--- src/rtl/ssfm_pkg.sv ---
// ----------------------------------------------------------------------------
// ssfm_pkg
// shared types, widths and codes of the first-match substring search
// ----------------------------------------------------------------------------
`default_nettype none

package ssfm_pkg;

    localparam int PATTERN_MAX_DEF     = 16;
    localparam int TEXT_INDEX_BITS_DEF = 16;

    localparam int CHAR_BITS      = 8;
    localparam int LEN_BITS       = 5;
    localparam int POS_BITS       = 16;
    localparam int CFG_INDEX_BITS = 2;
    localparam int CFG_DATA_BITS  = 16;

    typedef logic [CHAR_BITS-1:0]      char_t;
    typedef logic [LEN_BITS-1:0]       len_t;
    typedef logic [POS_BITS-1:0]       pos_t;
    typedef logic [CFG_INDEX_BITS-1:0] cfg_index_t;
    typedef logic [CFG_DATA_BITS-1:0]  cfg_data_t;

    localparam cfg_index_t REG_PATTERN_LENGTH = 2'd0;
    localparam cfg_index_t REG_START_POSITION = 2'd1;

    localparam logic MODE_PATTERN = 1'b0;
    localparam logic MODE_TEXT    = 1'b1;

    // broadcast control from the top-level control logic to every cell
    typedef struct packed {
        logic  shift;
        logic  clear;
        logic  load;
        char_t value;
    } cell_ctrl_t;

endpackage

`default_nettype wire

--- src/rtl/ssfm_cfg_if.sv ---
// ----------------------------------------------------------------------------
// ssfm_cfg_if
// register write channel: index and data with valid/ready
// ----------------------------------------------------------------------------
`default_nettype none

interface ssfm_cfg_if;
    import ssfm_pkg::*;

    logic       valid;
    logic       ready;
    cfg_index_t index;
    cfg_data_t  data;

    modport source (output valid, output index, output data, input ready);
    modport sink (input valid, input index, input data, output ready);

endinterface

`default_nettype wire

--- src/rtl/ssfm_in_if.sv ---
// ----------------------------------------------------------------------------
// ssfm_in_if
// input channel: pattern or text byte with valid/ready
// ----------------------------------------------------------------------------
`default_nettype none

interface ssfm_in_if;
    import ssfm_pkg::*;

    logic  valid;
    logic  ready;
    logic  mode;
    char_t char_value;
    logic  end_of_text;

    modport source (output valid, output mode, output char_value, output end_of_text,
                    input ready);
    modport sink (input valid, input mode, input char_value, input end_of_text,
                  output ready);

endinterface

`default_nettype wire

--- src/rtl/ssfm_out_if.sv ---
// ----------------------------------------------------------------------------
// ssfm_out_if
// result channel: found flag and match position with valid/ready
// ----------------------------------------------------------------------------
`default_nettype none

interface ssfm_out_if;
    import ssfm_pkg::*;

    logic valid;
    logic ready;
    logic found;
    pos_t match_position;

    modport source (output valid, output found, output match_position, input ready);
    modport sink (input valid, input found, input match_position, output ready);

endinterface

`default_nettype wire

--- src/rtl/ssfm_cell.sv ---
// ----------------------------------------------------------------------------
// ssfm_cell
// one window cell: a text byte shifted from its neighbor, one pattern byte,
// and the byte compare for the incoming window
// ----------------------------------------------------------------------------
`default_nettype none

module ssfm_cell (
    input  wire                 clk,
    input  wire                 rst_n,
    input  ssfm_pkg::cell_ctrl_t ctrl,
    input  wire                 load_sel,
    input  ssfm_pkg::char_t     win_in,
    output ssfm_pkg::char_t     win_out,
    output ssfm_pkg::char_t     pat_out,
    input  ssfm_pkg::char_t     pat_aligned,
    input  wire                 active,
    output logic                hit
);
    import ssfm_pkg::*;

    char_t win_reg;
    char_t win_next;
    char_t pat_reg;

    always_comb
    begin
        win_next = win_reg;
        if (ctrl.clear)
        begin
            win_next = '0;
        end
        else if (ctrl.shift)
        begin
            win_next = win_in;
        end
    end

    always_ff @(posedge clk or negedge rst_n)
    begin
        if (!rst_n)
        begin
            win_reg <= '0;
        end
        else
        begin
            win_reg <= win_next;
        end
    end

    always_ff @(posedge clk)
    begin
        if (ctrl.load && load_sel)
        begin
            pat_reg <= ctrl.value;
        end
    end

    // compare against the byte entering this cell on the shift
    assign hit     = !active || (win_in == pat_aligned);
    assign win_out = win_reg;
    assign pat_out = pat_reg;

endmodule

`default_nettype wire

--- src/rtl/substring_search_first_match.sv ---
// ----------------------------------------------------------------------------
// substring_search_first_match
// first match of a loaded pattern in a streamed text, at or after a start
// position, searched with a row of shifting window cells
// ----------------------------------------------------------------------------
//  channel   dir  handshake      payload
//  cfg       in   valid/ready    index, data (pattern_length, start_position)
//  text_in   in   valid/ready    mode, char_value, end_of_text
//  result    out  valid/ready    found, match_position
//
//  one input transaction per cycle; a result appears in the output register
//  the cycle after the text byte that causes it
//  the cell row compares every window byte with the pattern in the same cycle
//  text_in stalls only while a result is held and result.ready is low
//  cfg is always ready; reset clears the window, counters and result valid register
// ----------------------------------------------------------------------------
`default_nettype none

module substring_search_first_match #(
    parameter int PATTERN_MAX     = ssfm_pkg::PATTERN_MAX_DEF,
    parameter int TEXT_INDEX_BITS = ssfm_pkg::TEXT_INDEX_BITS_DEF
) (
    input  wire         clk,
    input  wire         rst_n,
    ssfm_cfg_if.sink    cfg,
    ssfm_in_if.sink     text_in,
    ssfm_out_if.source  result
);
    import ssfm_pkg::*;

    localparam int FILL_BITS = $clog2(PATTERN_MAX + 1);
    localparam int SH_BITS   = $clog2(PATTERN_MAX + 1);
    localparam int CMPW      = (LEN_BITS > FILL_BITS) ? LEN_BITS : FILL_BITS;
    localparam int CW        = ((TEXT_INDEX_BITS > POS_BITS) ? TEXT_INDEX_BITS : POS_BITS) + 1;
    localparam int FLAT_BITS = PATTERN_MAX * CHAR_BITS;

    len_t                     len_reg;
    pos_t                     start_reg;
    logic [FILL_BITS-1:0]     fill_reg;
    logic [FILL_BITS-1:0]     fill_next;
    logic [TEXT_INDEX_BITS-1:0] idx_reg;
    logic [TEXT_INDEX_BITS-1:0] idx_next;
    logic                     reported_reg;
    logic                     reported_next;
    logic                     res_valid_reg;
    logic                     res_valid_next;
    logic                     found_reg;
    logic                     found_next;
    pos_t                     pos_reg;
    pos_t                     pos_next;

    logic                     cfg_fire;
    logic                     in_fire;
    logic                     text_fire;
    logic                     pat_fire;
    len_t                     ulen;
    logic [SH_BITS-1:0]       sh_amt;
    logic [FLAT_BITS-1:0]     rev_flat;
    logic [FLAT_BITS-1:0]     ap_flat;
    cell_ctrl_t               ctrl;
    char_t                    win_in   [PATTERN_MAX];
    char_t                    win_out  [PATTERN_MAX];
    char_t                    pat_out  [PATTERN_MAX];
    logic [PATTERN_MAX-1:0]   load_sel;
    logic [PATTERN_MAX-1:0]   active;
    logic [PATTERN_MAX-1:0]   hit;
    logic [CW-1:0]            cur_plus1;
    logic [CW-1:0]            begin_pos;
    logic                     enough;
    logic                     begin_ok;
    logic                     match_now;
    logic                     miss_now;

    assign cfg.ready     = 1'b1;
    assign cfg_fire      = cfg.valid && cfg.ready;
    assign text_in.ready = !res_valid_reg || result.ready;
    assign in_fire       = text_in.valid && text_in.ready;
    assign text_fire     = in_fire && (text_in.mode == MODE_TEXT);
    assign pat_fire      = in_fire && (text_in.mode == MODE_PATTERN);

    // pattern length in use, capped at the cell count
    always_comb
    begin
        if (CMPW'(len_reg) > CMPW'(PATTERN_MAX))
        begin
            ulen = LEN_BITS'(PATTERN_MAX);
        end
        else
        begin
            ulen = len_reg;
        end
    end

    assign ctrl.shift = text_fire;
    assign ctrl.clear = text_fire && text_in.end_of_text;
    assign ctrl.load  = pat_fire && (fill_reg < FILL_BITS'(PATTERN_MAX));
    assign ctrl.value = text_in.char_value;

    // align the pattern to the window: cell k sees pattern byte ulen-1-k
    assign sh_amt  = SH_BITS'(PATTERN_MAX) - SH_BITS'(ulen);
    assign ap_flat = rev_flat >> {sh_amt, 3'b000};

    genvar k;
    generate
        for (k = 0; k < PATTERN_MAX; k++)
        begin : g_cell
            if (k == 0)
            begin : g_head
                assign win_in[k] = text_in.char_value;
            end
            else
            begin : g_link
                assign win_in[k] = win_out[k-1];
            end

            assign rev_flat[k*CHAR_BITS +: CHAR_BITS] = pat_out[PATTERN_MAX-1-k];
            assign load_sel[k] = (fill_reg == FILL_BITS'(k));
            assign active[k]   = (CMPW'(k) < CMPW'(ulen));

            ssfm_cell u_cell (
                .clk         (clk),
                .rst_n       (rst_n),
                .ctrl        (ctrl),
                .load_sel    (load_sel[k]),
                .win_in      (win_in[k]),
                .win_out     (win_out[k]),
                .pat_out     (pat_out[k]),
                .pat_aligned (ap_flat[k*CHAR_BITS +: CHAR_BITS]),
                .active      (active[k]),
                .hit         (hit[k])
            );
        end
    endgenerate

    assign cur_plus1 = CW'(idx_reg) + CW'(1);
    assign begin_pos = cur_plus1 - CW'(ulen);
    assign enough    = cur_plus1 >= CW'(ulen);
    assign begin_ok  = begin_pos >= CW'(start_reg);
    assign match_now = text_fire && !reported_reg && (ulen != '0) && enough && begin_ok
                       && (&hit);
    assign miss_now  = text_fire && text_in.end_of_text && !reported_reg && !match_now;

    always_comb
    begin
        fill_next      = fill_reg;
        idx_next       = idx_reg;
        reported_next  = reported_reg;
        res_valid_next = res_valid_reg;
        found_next     = found_reg;
        pos_next       = pos_reg;

        if (cfg_fire && (cfg.index == REG_PATTERN_LENGTH))
        begin
            fill_next = '0;
        end
        else if (ctrl.load)
        begin
            fill_next = fill_reg + FILL_BITS'(1);
        end

        if (text_fire)
        begin
            if (text_in.end_of_text)
            begin
                idx_next      = '0;
                reported_next = 1'b0;
            end
            else
            begin
                if (idx_reg != '1)
                begin
                    idx_next = idx_reg + TEXT_INDEX_BITS'(1);
                end
                if (match_now)
                begin
                    reported_next = 1'b1;
                end
            end
        end

        priority if (match_now)
        begin
            res_valid_next = 1'b1;
            found_next     = 1'b1;
            pos_next       = begin_pos[POS_BITS-1:0];
        end
        else if (miss_now)
        begin
            res_valid_next = 1'b1;
            found_next     = 1'b0;
            pos_next       = '0;
        end
        else if (result.ready)
        begin
            res_valid_next = 1'b0;
        end
    end

    always_ff @(posedge clk or negedge rst_n)
    begin
        if (!rst_n)
        begin
            len_reg       <= '0;
            start_reg     <= '0;
            fill_reg      <= '0;
            idx_reg       <= '0;
            reported_reg  <= 1'b0;
            res_valid_reg <= 1'b0;
        end
        else
        begin
            if (cfg_fire && (cfg.index == REG_PATTERN_LENGTH))
            begin
                len_reg <= cfg.data[LEN_BITS-1:0];
            end
            if (cfg_fire && (cfg.index == REG_START_POSITION))
            begin
                start_reg <= cfg.data[POS_BITS-1:0];
            end
            fill_reg      <= fill_next;
            idx_reg       <= idx_next;
            reported_reg  <= reported_next;
            res_valid_reg <= res_valid_next;
        end
    end

    always_ff @(posedge clk)
    begin
        found_reg <= found_next;
        pos_reg   <= pos_next;
    end

    assign result.valid          = res_valid_reg;
    assign result.found          = found_reg;
    assign result.match_position = pos_reg;

endmodule

`default_nettype wire

--- src/flat_wrapper.sv ---
// flat-port wrapper written by rule: the top's interface ports become plain ports
module substring_search_first_match_flat import ssfm_pkg::*;
#(
    parameter int PATTERN_MAX     = ssfm_pkg::PATTERN_MAX_DEF,
    parameter int TEXT_INDEX_BITS = ssfm_pkg::TEXT_INDEX_BITS_DEF
)
  (clk, rst_n, cfg_valid, cfg_index, cfg_data, cfg_ready, text_in_valid, text_in_mode, text_in_char_value, text_in_end_of_text, text_in_ready, result_valid, result_found, result_match_position, result_ready);
  ssfm_cfg_if cfg_i ();
  ssfm_in_if text_in_i ();
  ssfm_out_if result_i ();
  input  wire clk;
  input  wire rst_n;
  input wire logic [$bits(cfg_i.valid)-1:0] cfg_valid;
  input wire logic [$bits(cfg_i.index)-1:0] cfg_index;
  input wire logic [$bits(cfg_i.data)-1:0] cfg_data;
  output wire logic [$bits(cfg_i.ready)-1:0] cfg_ready;
  input wire logic [$bits(text_in_i.valid)-1:0] text_in_valid;
  input wire logic [$bits(text_in_i.mode)-1:0] text_in_mode;
  input wire logic [$bits(text_in_i.char_value)-1:0] text_in_char_value;
  input wire logic [$bits(text_in_i.end_of_text)-1:0] text_in_end_of_text;
  output wire logic [$bits(text_in_i.ready)-1:0] text_in_ready;
  output wire logic [$bits(result_i.valid)-1:0] result_valid;
  output wire logic [$bits(result_i.found)-1:0] result_found;
  output wire logic [$bits(result_i.match_position)-1:0] result_match_position;
  input wire logic [$bits(result_i.ready)-1:0] result_ready;
  assign cfg_i.valid = cfg_valid;
  assign cfg_i.index = cfg_index;
  assign cfg_i.data = cfg_data;
  assign cfg_ready = cfg_i.ready;
  assign text_in_i.valid = text_in_valid;
  assign text_in_i.mode = text_in_mode;
  assign text_in_i.char_value = text_in_char_value;
  assign text_in_i.end_of_text = text_in_end_of_text;
  assign text_in_ready = text_in_i.ready;
  assign result_valid = result_i.valid;
  assign result_found = result_i.found;
  assign result_match_position = result_i.match_position;
  assign result_i.ready = result_ready;
  substring_search_first_match #(.PATTERN_MAX(PATTERN_MAX), .TEXT_INDEX_BITS(TEXT_INDEX_BITS)) u_core (.clk(clk), .rst_n(rst_n), .cfg(cfg_i), .text_in(text_in_i), .result(result_i));
endmodule
--- config.mk ---
export PLATFORM = sky130hd
export DESIGN_NAME = substring_search_first_match_flat
export DESIGN_NICKNAME = d
export VERILOG_FILES = /design/src/rtl/ssfm_pkg.sv /design/src/rtl/ssfm_cfg_if.sv /design/src/rtl/ssfm_in_if.sv /design/src/rtl/ssfm_out_if.sv /design/src/rtl/ssfm_cell.sv /design/src/rtl/substring_search_first_match.sv /design/src/flat_wrapper.sv
export SDC_FILE = /design/constraint.sdc
export NUM_CORES = 1
export LEC_CHECK = 0
export BUFFER_PORTS_ARGS = -buffer_cell sky130_fd_sc_hd__buf_2
export CAP_MARGIN = 20
export CORE_AREA = 2 2 221 201
export DETAILED_ROUTE_END_ITERATION = 16
export DIE_AREA = 0 0 223 203
export GPL_TIMING_DRIVEN = 1
export MAX_ROUTING_LAYER = met4
export PLACE_DENSITY_LB_ADDON = 0.1
export SLEW_MARGIN = 0
export SYNTH_ARGS = -nofsm -noshare
export SYNTH_HDL_FRONTEND = slang
export SYNTH_SLANG_ARGS = --single-unit
--- constraint.sdc ---
create_clock -name clk -period 8.8 [get_ports clk]
set_input_delay 0.88 -clock clk [delete_from_list [all_inputs] [get_ports clk]]
set_output_delay 0.88 -clock clk [all_outputs]
set_load 0.05 [all_outputs]
==> results of run 1 <==
[critical path, cell delays in order, from the launching register on]
cell and delay, ns:
dfrtp_1 0.58, nor2b_4 0.25, inv_8 0.37, buf_4 0.74, nand4_2 0.65, nor3_2 0.67, nand2_1 0.33, o32ai_1 0.49
a41oi_1 0.26, a2111oi_0 0.62, and4_1 0.29, nand4_1 0.20, or4b_4 0.59, nand2_1 0.56
[placed cells by master (no fill, tap or decap), types with 22 or more instances in the layout]
| cell type | count |
|---|---|
| buf_2 | 50 |
| edfxtp_1 | 144 |
| inv_1 | 53 |
| buf_4 | 30 |
| nand4_1 | 23 |
| nor2_1 | 110 |
| mux4_2 | 54 |
| and2_1 | 34 |
| mux2i_1 | 131 |
| xnor2_1 | 47 |
| o21ai_0 | 198 |
| nor3_1 | 40 |
| dfrtp_1 | 164 |
| mux2_2 | 38 |
| xor2_1 | 31 |
| a211oi_1 | 23 |
| clkbuf_16 | 36 |
| nand3_1 | 42 |
| nand2_1 | 303 |
| ha_1 | 28 |
| a31oi_1 | 40 |
| o31ai_1 | 22 |
| o22ai_1 | 35 |
| a21oi_1 | 96 |
| nand2b_1 | 117 |
[final cells by class]
type | instances | area, um2 | area share (%)
multi-input combinational | 1692 | 11800 | 51.5
sequential | 309 | 8450 | 37.0
clock buffer | 49 | 980 | 4.30
tap | 555 | 694 | 3.04
timing repair buffer | 84 | 526 | 2.30
inverter | 55 | 214 | 0.938
clock inverter | 16 | 190 | 0.834
antenna | 1 | 2.50 | 0.0110
[cells by family (layout without fill, tap and decap cells)]
logic type,Yosys count,in the layout
and+or+nand+nor,789,789
AOI/OAI and AO/OA,569,569
DFF,309,309
muxes,225,225
buffers and inverters,214,204
xor gates and xnor gates,78,78
adders and majority gates,30,30
other,1,2
[cell usage after synthesis (all sizes together) (15+ instances only)]
library cell,instances
o31ai,24
mux2,39
a31oi,40
and2,35
ha,29
nor2,110
a22oi,15
edfxtp,144
dfrtp,164
nand3,45
nor3,43
a21oi,97
buf,75
mux4,55
and3,18
xor2,31
nand2,303
mux2i,131
nand2b,117
xnor2,47
o22ai,35
o21ai,201
nand4,24
a211oi,23
inv,54
clkbuf,84
[metrics by stage]
step                      utilization, %  cell area [um2]  total power [mW]
after floorplan                        -            21200              3.61
after global placement              50.5            21600              4.43
after detailed placement            50.5            21600              4.46
after CTS                           53.3            22800              5.97
after global routing                53.3            22800              6.29
final                               53.3            22800              6.05
[metal layers]
| metal | vias up | global-route usage [%] | part of all wire (%) |
|---|---|---|---|
| met5 | - | - | 0 |
| met4 | 0 | 13.4 | 4.2 |
| met3 | 156 | 6.61 | 9.8 |
| met2 | 920 | 49.5 | 42 |
| met1 | 8974 | 51.6 | 44 |
| li1 | 8122 | - | - |
[path summary, 6_finish.rpt]
| kind | to | cells past startpoint | start | slack, ns |
|---|---|---|---|---|
| min in group clk | u_core.result.found | 2 | u_core.result.found | 0.48 |
| min | u_core.idx_reg[7] | 1 | rst_n | 0.39 |
| max | u_core.result.match_position[4] | 13 | u_core.len_reg[0] | 1.77 |
| min reg2reg | u_core.result.found | 2 | u_core.result.found | 0.48 |
| max reg2reg | u_core.result.match_position[4] | 13 | u_core.len_reg[0] | 1.77 |
| max in group asynchronous | u_core.g_cell[5].u_cell.win_out[7] | 2 | rst_n | 6.90 |
[where the power goes]
group / internal, mW / switching [mW]
clock: 0.878 / 0.628
combinational: 1.00 / 1.89
sequential: 1.57 / 0.0848
total: 3.45 / 2.60
==> metrics.txt, run 1 <==
non-filler cells, final 2761; vias per cell 6.58; Seq/Total Area, Yosys 39.8%; Finish-stage setup viols 0; Fill cells 3842; period utilization 79.9%; Top FF cell, synth dfrtp_1; post-synth top area cell edfxtp_1; post-cts resize count 0; Syn Nets 2278; Detailed Routing Iterations Pass 1 8; die footprint 0.0453 mm2; Core Box Area 0.0428 mm2; flops & latches, synth 309; Area Growth Syn to Fin 7.34%; largest net degree at the start of global routing 126; VDD IR max 0.185 mV; setup_tns 0 ns; CTS root buffer clkbuf_16; Setup crit end kind flip-flop; post-synth design cell area 0.0212 mm2; Synth Area in Simple Gates 18.8%; Post-CTS Setup Bufs 0; Setup crit start kind flip-flop; first-pass GRT wire length 116000 um; clk slew on worst S/H paths 0.06 ns; drt drc 0; I/O pin total 53; Via Count 18200; Post-CTS Hold Buffers 0; Placed Cells 2693; Max-Cap Viols 0; Compound-Gate Fraction of Synth Area 17.2%; share of layout cells above drive strength 1 12.2%; grt ovf 0; Die Wd 223 um; H-tree depth 2; largest family of logic cells by synthesized area simple AND/OR/NAND/NOR gates; clock sink count 309; port bufs 51; RSZ-0062 raised after global routing no; Hold Path Class input pin to asynchronous set/reset pin; WL/cell 28.3 um; PwrDens 265 mW/mm2; initial antenna violation count 2; minimum clock period 7.03 ns; DP HPWL 58400 um; Distinct cells, synth 106; worst-path fanout max 66; CTS tree built; worst rel slew slack 21.5%; fin. max-slew vios 0; Routed Antenna Nets 0; Mapped Cells 2215; Synth Area in XOR/XNOR 3.22%; DIE HEIGHT 203 um; Synth Area per Inst 9.59 um2; latest clock arrival within the worst-skew pair 0.58 ns; Post-synth EDFFs 144; Final WS setup 1.77 ns; status finished clean; Largest register FFs 128; Max Clock Freq 142 MHz; arrival time worst endpoint 7.23 ns; gr usage total 35.7%; Fin. Hold Viols 0; leak pwr 8.70 nW; CP Data Required Time 8.99 ns; final wirelength 78000 um; Longest Clk Path Bufs 3; Max Clock Skew 0.0348 ns; vias in the first global route 16800; post-synth top area share 20.4%; crit path kind flip-flop to flip-flop; Hold WS 0.392 ns; DRT iter0 DRCs 2385; mux cell area share after synthesis 14.1%; Starting Density 49.6%; dpl ws 1.91 ns; Area contributors post-synth edfxtp_1, dfrtp_1, mux2i_1, mux4_2, nand2_1; FFs w/ async S/R, synth 53.1%; # rows 72; Yosys Warn Count 0; Slew @ Worst Pin 1.16 ns; Num CTS Buffers 36; nets@finish 2241; post-synthesis adder-cell area fraction 1.80%; Placer Congestion 1.06
Power figures use the tool's default switching activity.
==> run 2, diff against run 1 <==
- clock period: 8.8 -> 6.1 ns (I/O delays scaled with it)
==> metrics.txt, run 2 (synthesis gave the netlist of run 1 again) <==
status finished clean; vias per cell 6.51 (-1.1%); die footprint 0.0453 mm2 (unchanged); Finish-stage setup viols 0 (unchanged); I/O pin total 53 (unchanged); Post-CTS Hold Buffers 0 (unchanged); Hold Path Class input pin to asynchronous set/reset pin; grt ovf 0 (unchanged); DIE HEIGHT 203 um (unchanged); Slew @ Worst Pin 1.16 ns (-0.00511 ns); Max Clock Skew 0.0279 ns (-0.00691 ns); setup_tns 0 ns (unchanged); port bufs 51 (unchanged); WL/cell 27.7 um (-2.1%); PwrDens 383 mW/mm2 (+45%); Max Clock Freq 174 MHz (+22%); Setup crit end kind flip-flop; leak pwr 8.87 nW (+1.9%); DRT iter0 DRCs 2669 (+12%); Die Wd 223 um (unchanged); clk slew on worst S/H paths 0.06 ns (about the same); VDD IR max 0.252 mV (+36%); Fin. Hold Viols 0 (unchanged); first-pass GRT wire length 115000 um (-0.58%); latest clock arrival within the worst-skew pair 0.58 ns (about the same); CTS tree built; gr usage total 35.3% (-0.40 points); vias in the first global route 17000 (+1.3%); most frequent cells in the layout nand2_1, o21ai_0, dfrtp_1; H-tree depth 2 (unchanged); Largest register FFs 128 (unchanged); RSZ-0062 raised after global routing no; initial antenna violation count 0 (-2); Detailed Routing Iterations Pass 1 5 (-3); Setup crit start kind flip-flop; Area Growth Syn to Fin 8.56%; clock sink count 309 (unchanged); crit path kind flip-flop to flip-flop; # rows 72 (unchanged); Longest Clk Path Bufs 3 (unchanged); DP HPWL 57900 um (-0.98%); worst rel slew slack 21.8% (+0.35 points); post-cts resize count 0 (unchanged); Max-Cap Viols 0 (unchanged); share of layout cells above drive strength 1 13.4% (+1.2 points); diodes inserted 0 (-1); fin. max-slew vios 0 (unchanged); final wirelength 77200 um (-1.0%); Post-CTS Setup Bufs 0 (unchanged); Placer Congestion 1.04 (-1.4%); worst-path fanout max 16 (-76%); CP Data Required Time 6.34 ns (-2.65 ns); nets@finish 2273 (+1.4%); commonest non-fill, non-tap cell in the layout nand2_1; period utilization 94.4% (+14 points); Via Count 18200 (-0.028%); arrival time worst endpoint 6.00 ns (-1.23 ns); Core Box Area 0.0428 mm2 (unchanged); Starting Density 49.6% (unchanged); drt drc 0 (unchanged); CTS root buffer clkbuf_16; Tot Pwr 8.84 mW (+46%); minimum clock period 5.76 ns (-1.27 ns); Fill cells 3803 (-1.0%); Routed Antenna Nets 0 (unchanged); Num CTS Buffers 36 (unchanged); largest net degree at the start of global routing 127 (+0.79%)
-- run 2: layout make-up --
cell class,instances,area (um2),area share (%)
inverters,55,214,0.928
well taps,555,694,3.01
clock buffers,49,980,4.25
clock inverters,16,184,0.797
flip-flops and latches,309,8450,36.6
repair buffers,116,797,3.46
multi-input cells,1692,11700,50.9
-- run 2: report_power, final --
| part | internal, mW | switching, mW |
|---|---|---|
| sequential | 2.26 | 0.111 |
| combinational | 1.54 | 2.75 |
| clock | 1.27 | 0.920 |
| total | 5.06 | 3.78 |
-- run 2: final timing paths --
kind / slack, ns / to / startpoint / cells after the start
worst min-delay path: 0.002 / u_core.idx_reg[7] / rst_n / 1
max in group asynchronous: 4.84 / u_core.g_cell[0].u_cell.win_out[5] / rst_n / 2
worst max-delay path: 0.34 / u_core.result.match_position[12] / u_core.len_reg[4] / 18
worst min register to register: 0.46 / u_core.result.found / u_core.result.found / 2
min in group clk: 0.27 / u_core.start_reg[7] / cfg_data[7] / 2
worst max register to register: 0.34 / u_core.result.match_position[12] / u_core.len_reg[4] / 18
-- run 2: per-layer routing --
layer	global-route usage, %	vias up	wire length, um
met5	-	-	0
li1	-	8193	-
met1	50.4	8908	34700
met4	13.4	0	3340
met3	7.16	164	7410
met2	49.2	902	31800
-- run 2: metrics by stage --
stage	setup slack, ns	utilization [%]	hold WS, ns	area, um2	std cells
2_1_floorplan	0.433	-	0.314	21200	2215
6_report	0.342	53.9	0.00170	23100	2792
4_1_cts	0.441	53.9	0.0135	23100	2790
3_5_place_dp	0.478	51.1	0.452	21900	2725
3_3_place_gp	0.562	51.1	0.450	21900	2725
5_1_grt	0.0600	53.9	0.0471	23100	2792
-- run 2: worst max-delay path: stages (launching register included) --
cell       delay, ns
dfrtp_1         0.47
clkinv_1        0.09
nand2_1         0.14
ha_4            0.25
and3_1          0.16
ha_1            0.37
nor2b_1         0.23
nand4_1         0.37
or2_2           0.44
a22oi_1         0.22
o21ai_0         0.11
a2111oi_0       0.58
o2111ai_1       0.35
o2bb2ai_1       0.25
and4_1          0.22
nand4_1         0.24
or4b_4          0.60
nand2_1         0.09
buf_4           0.25
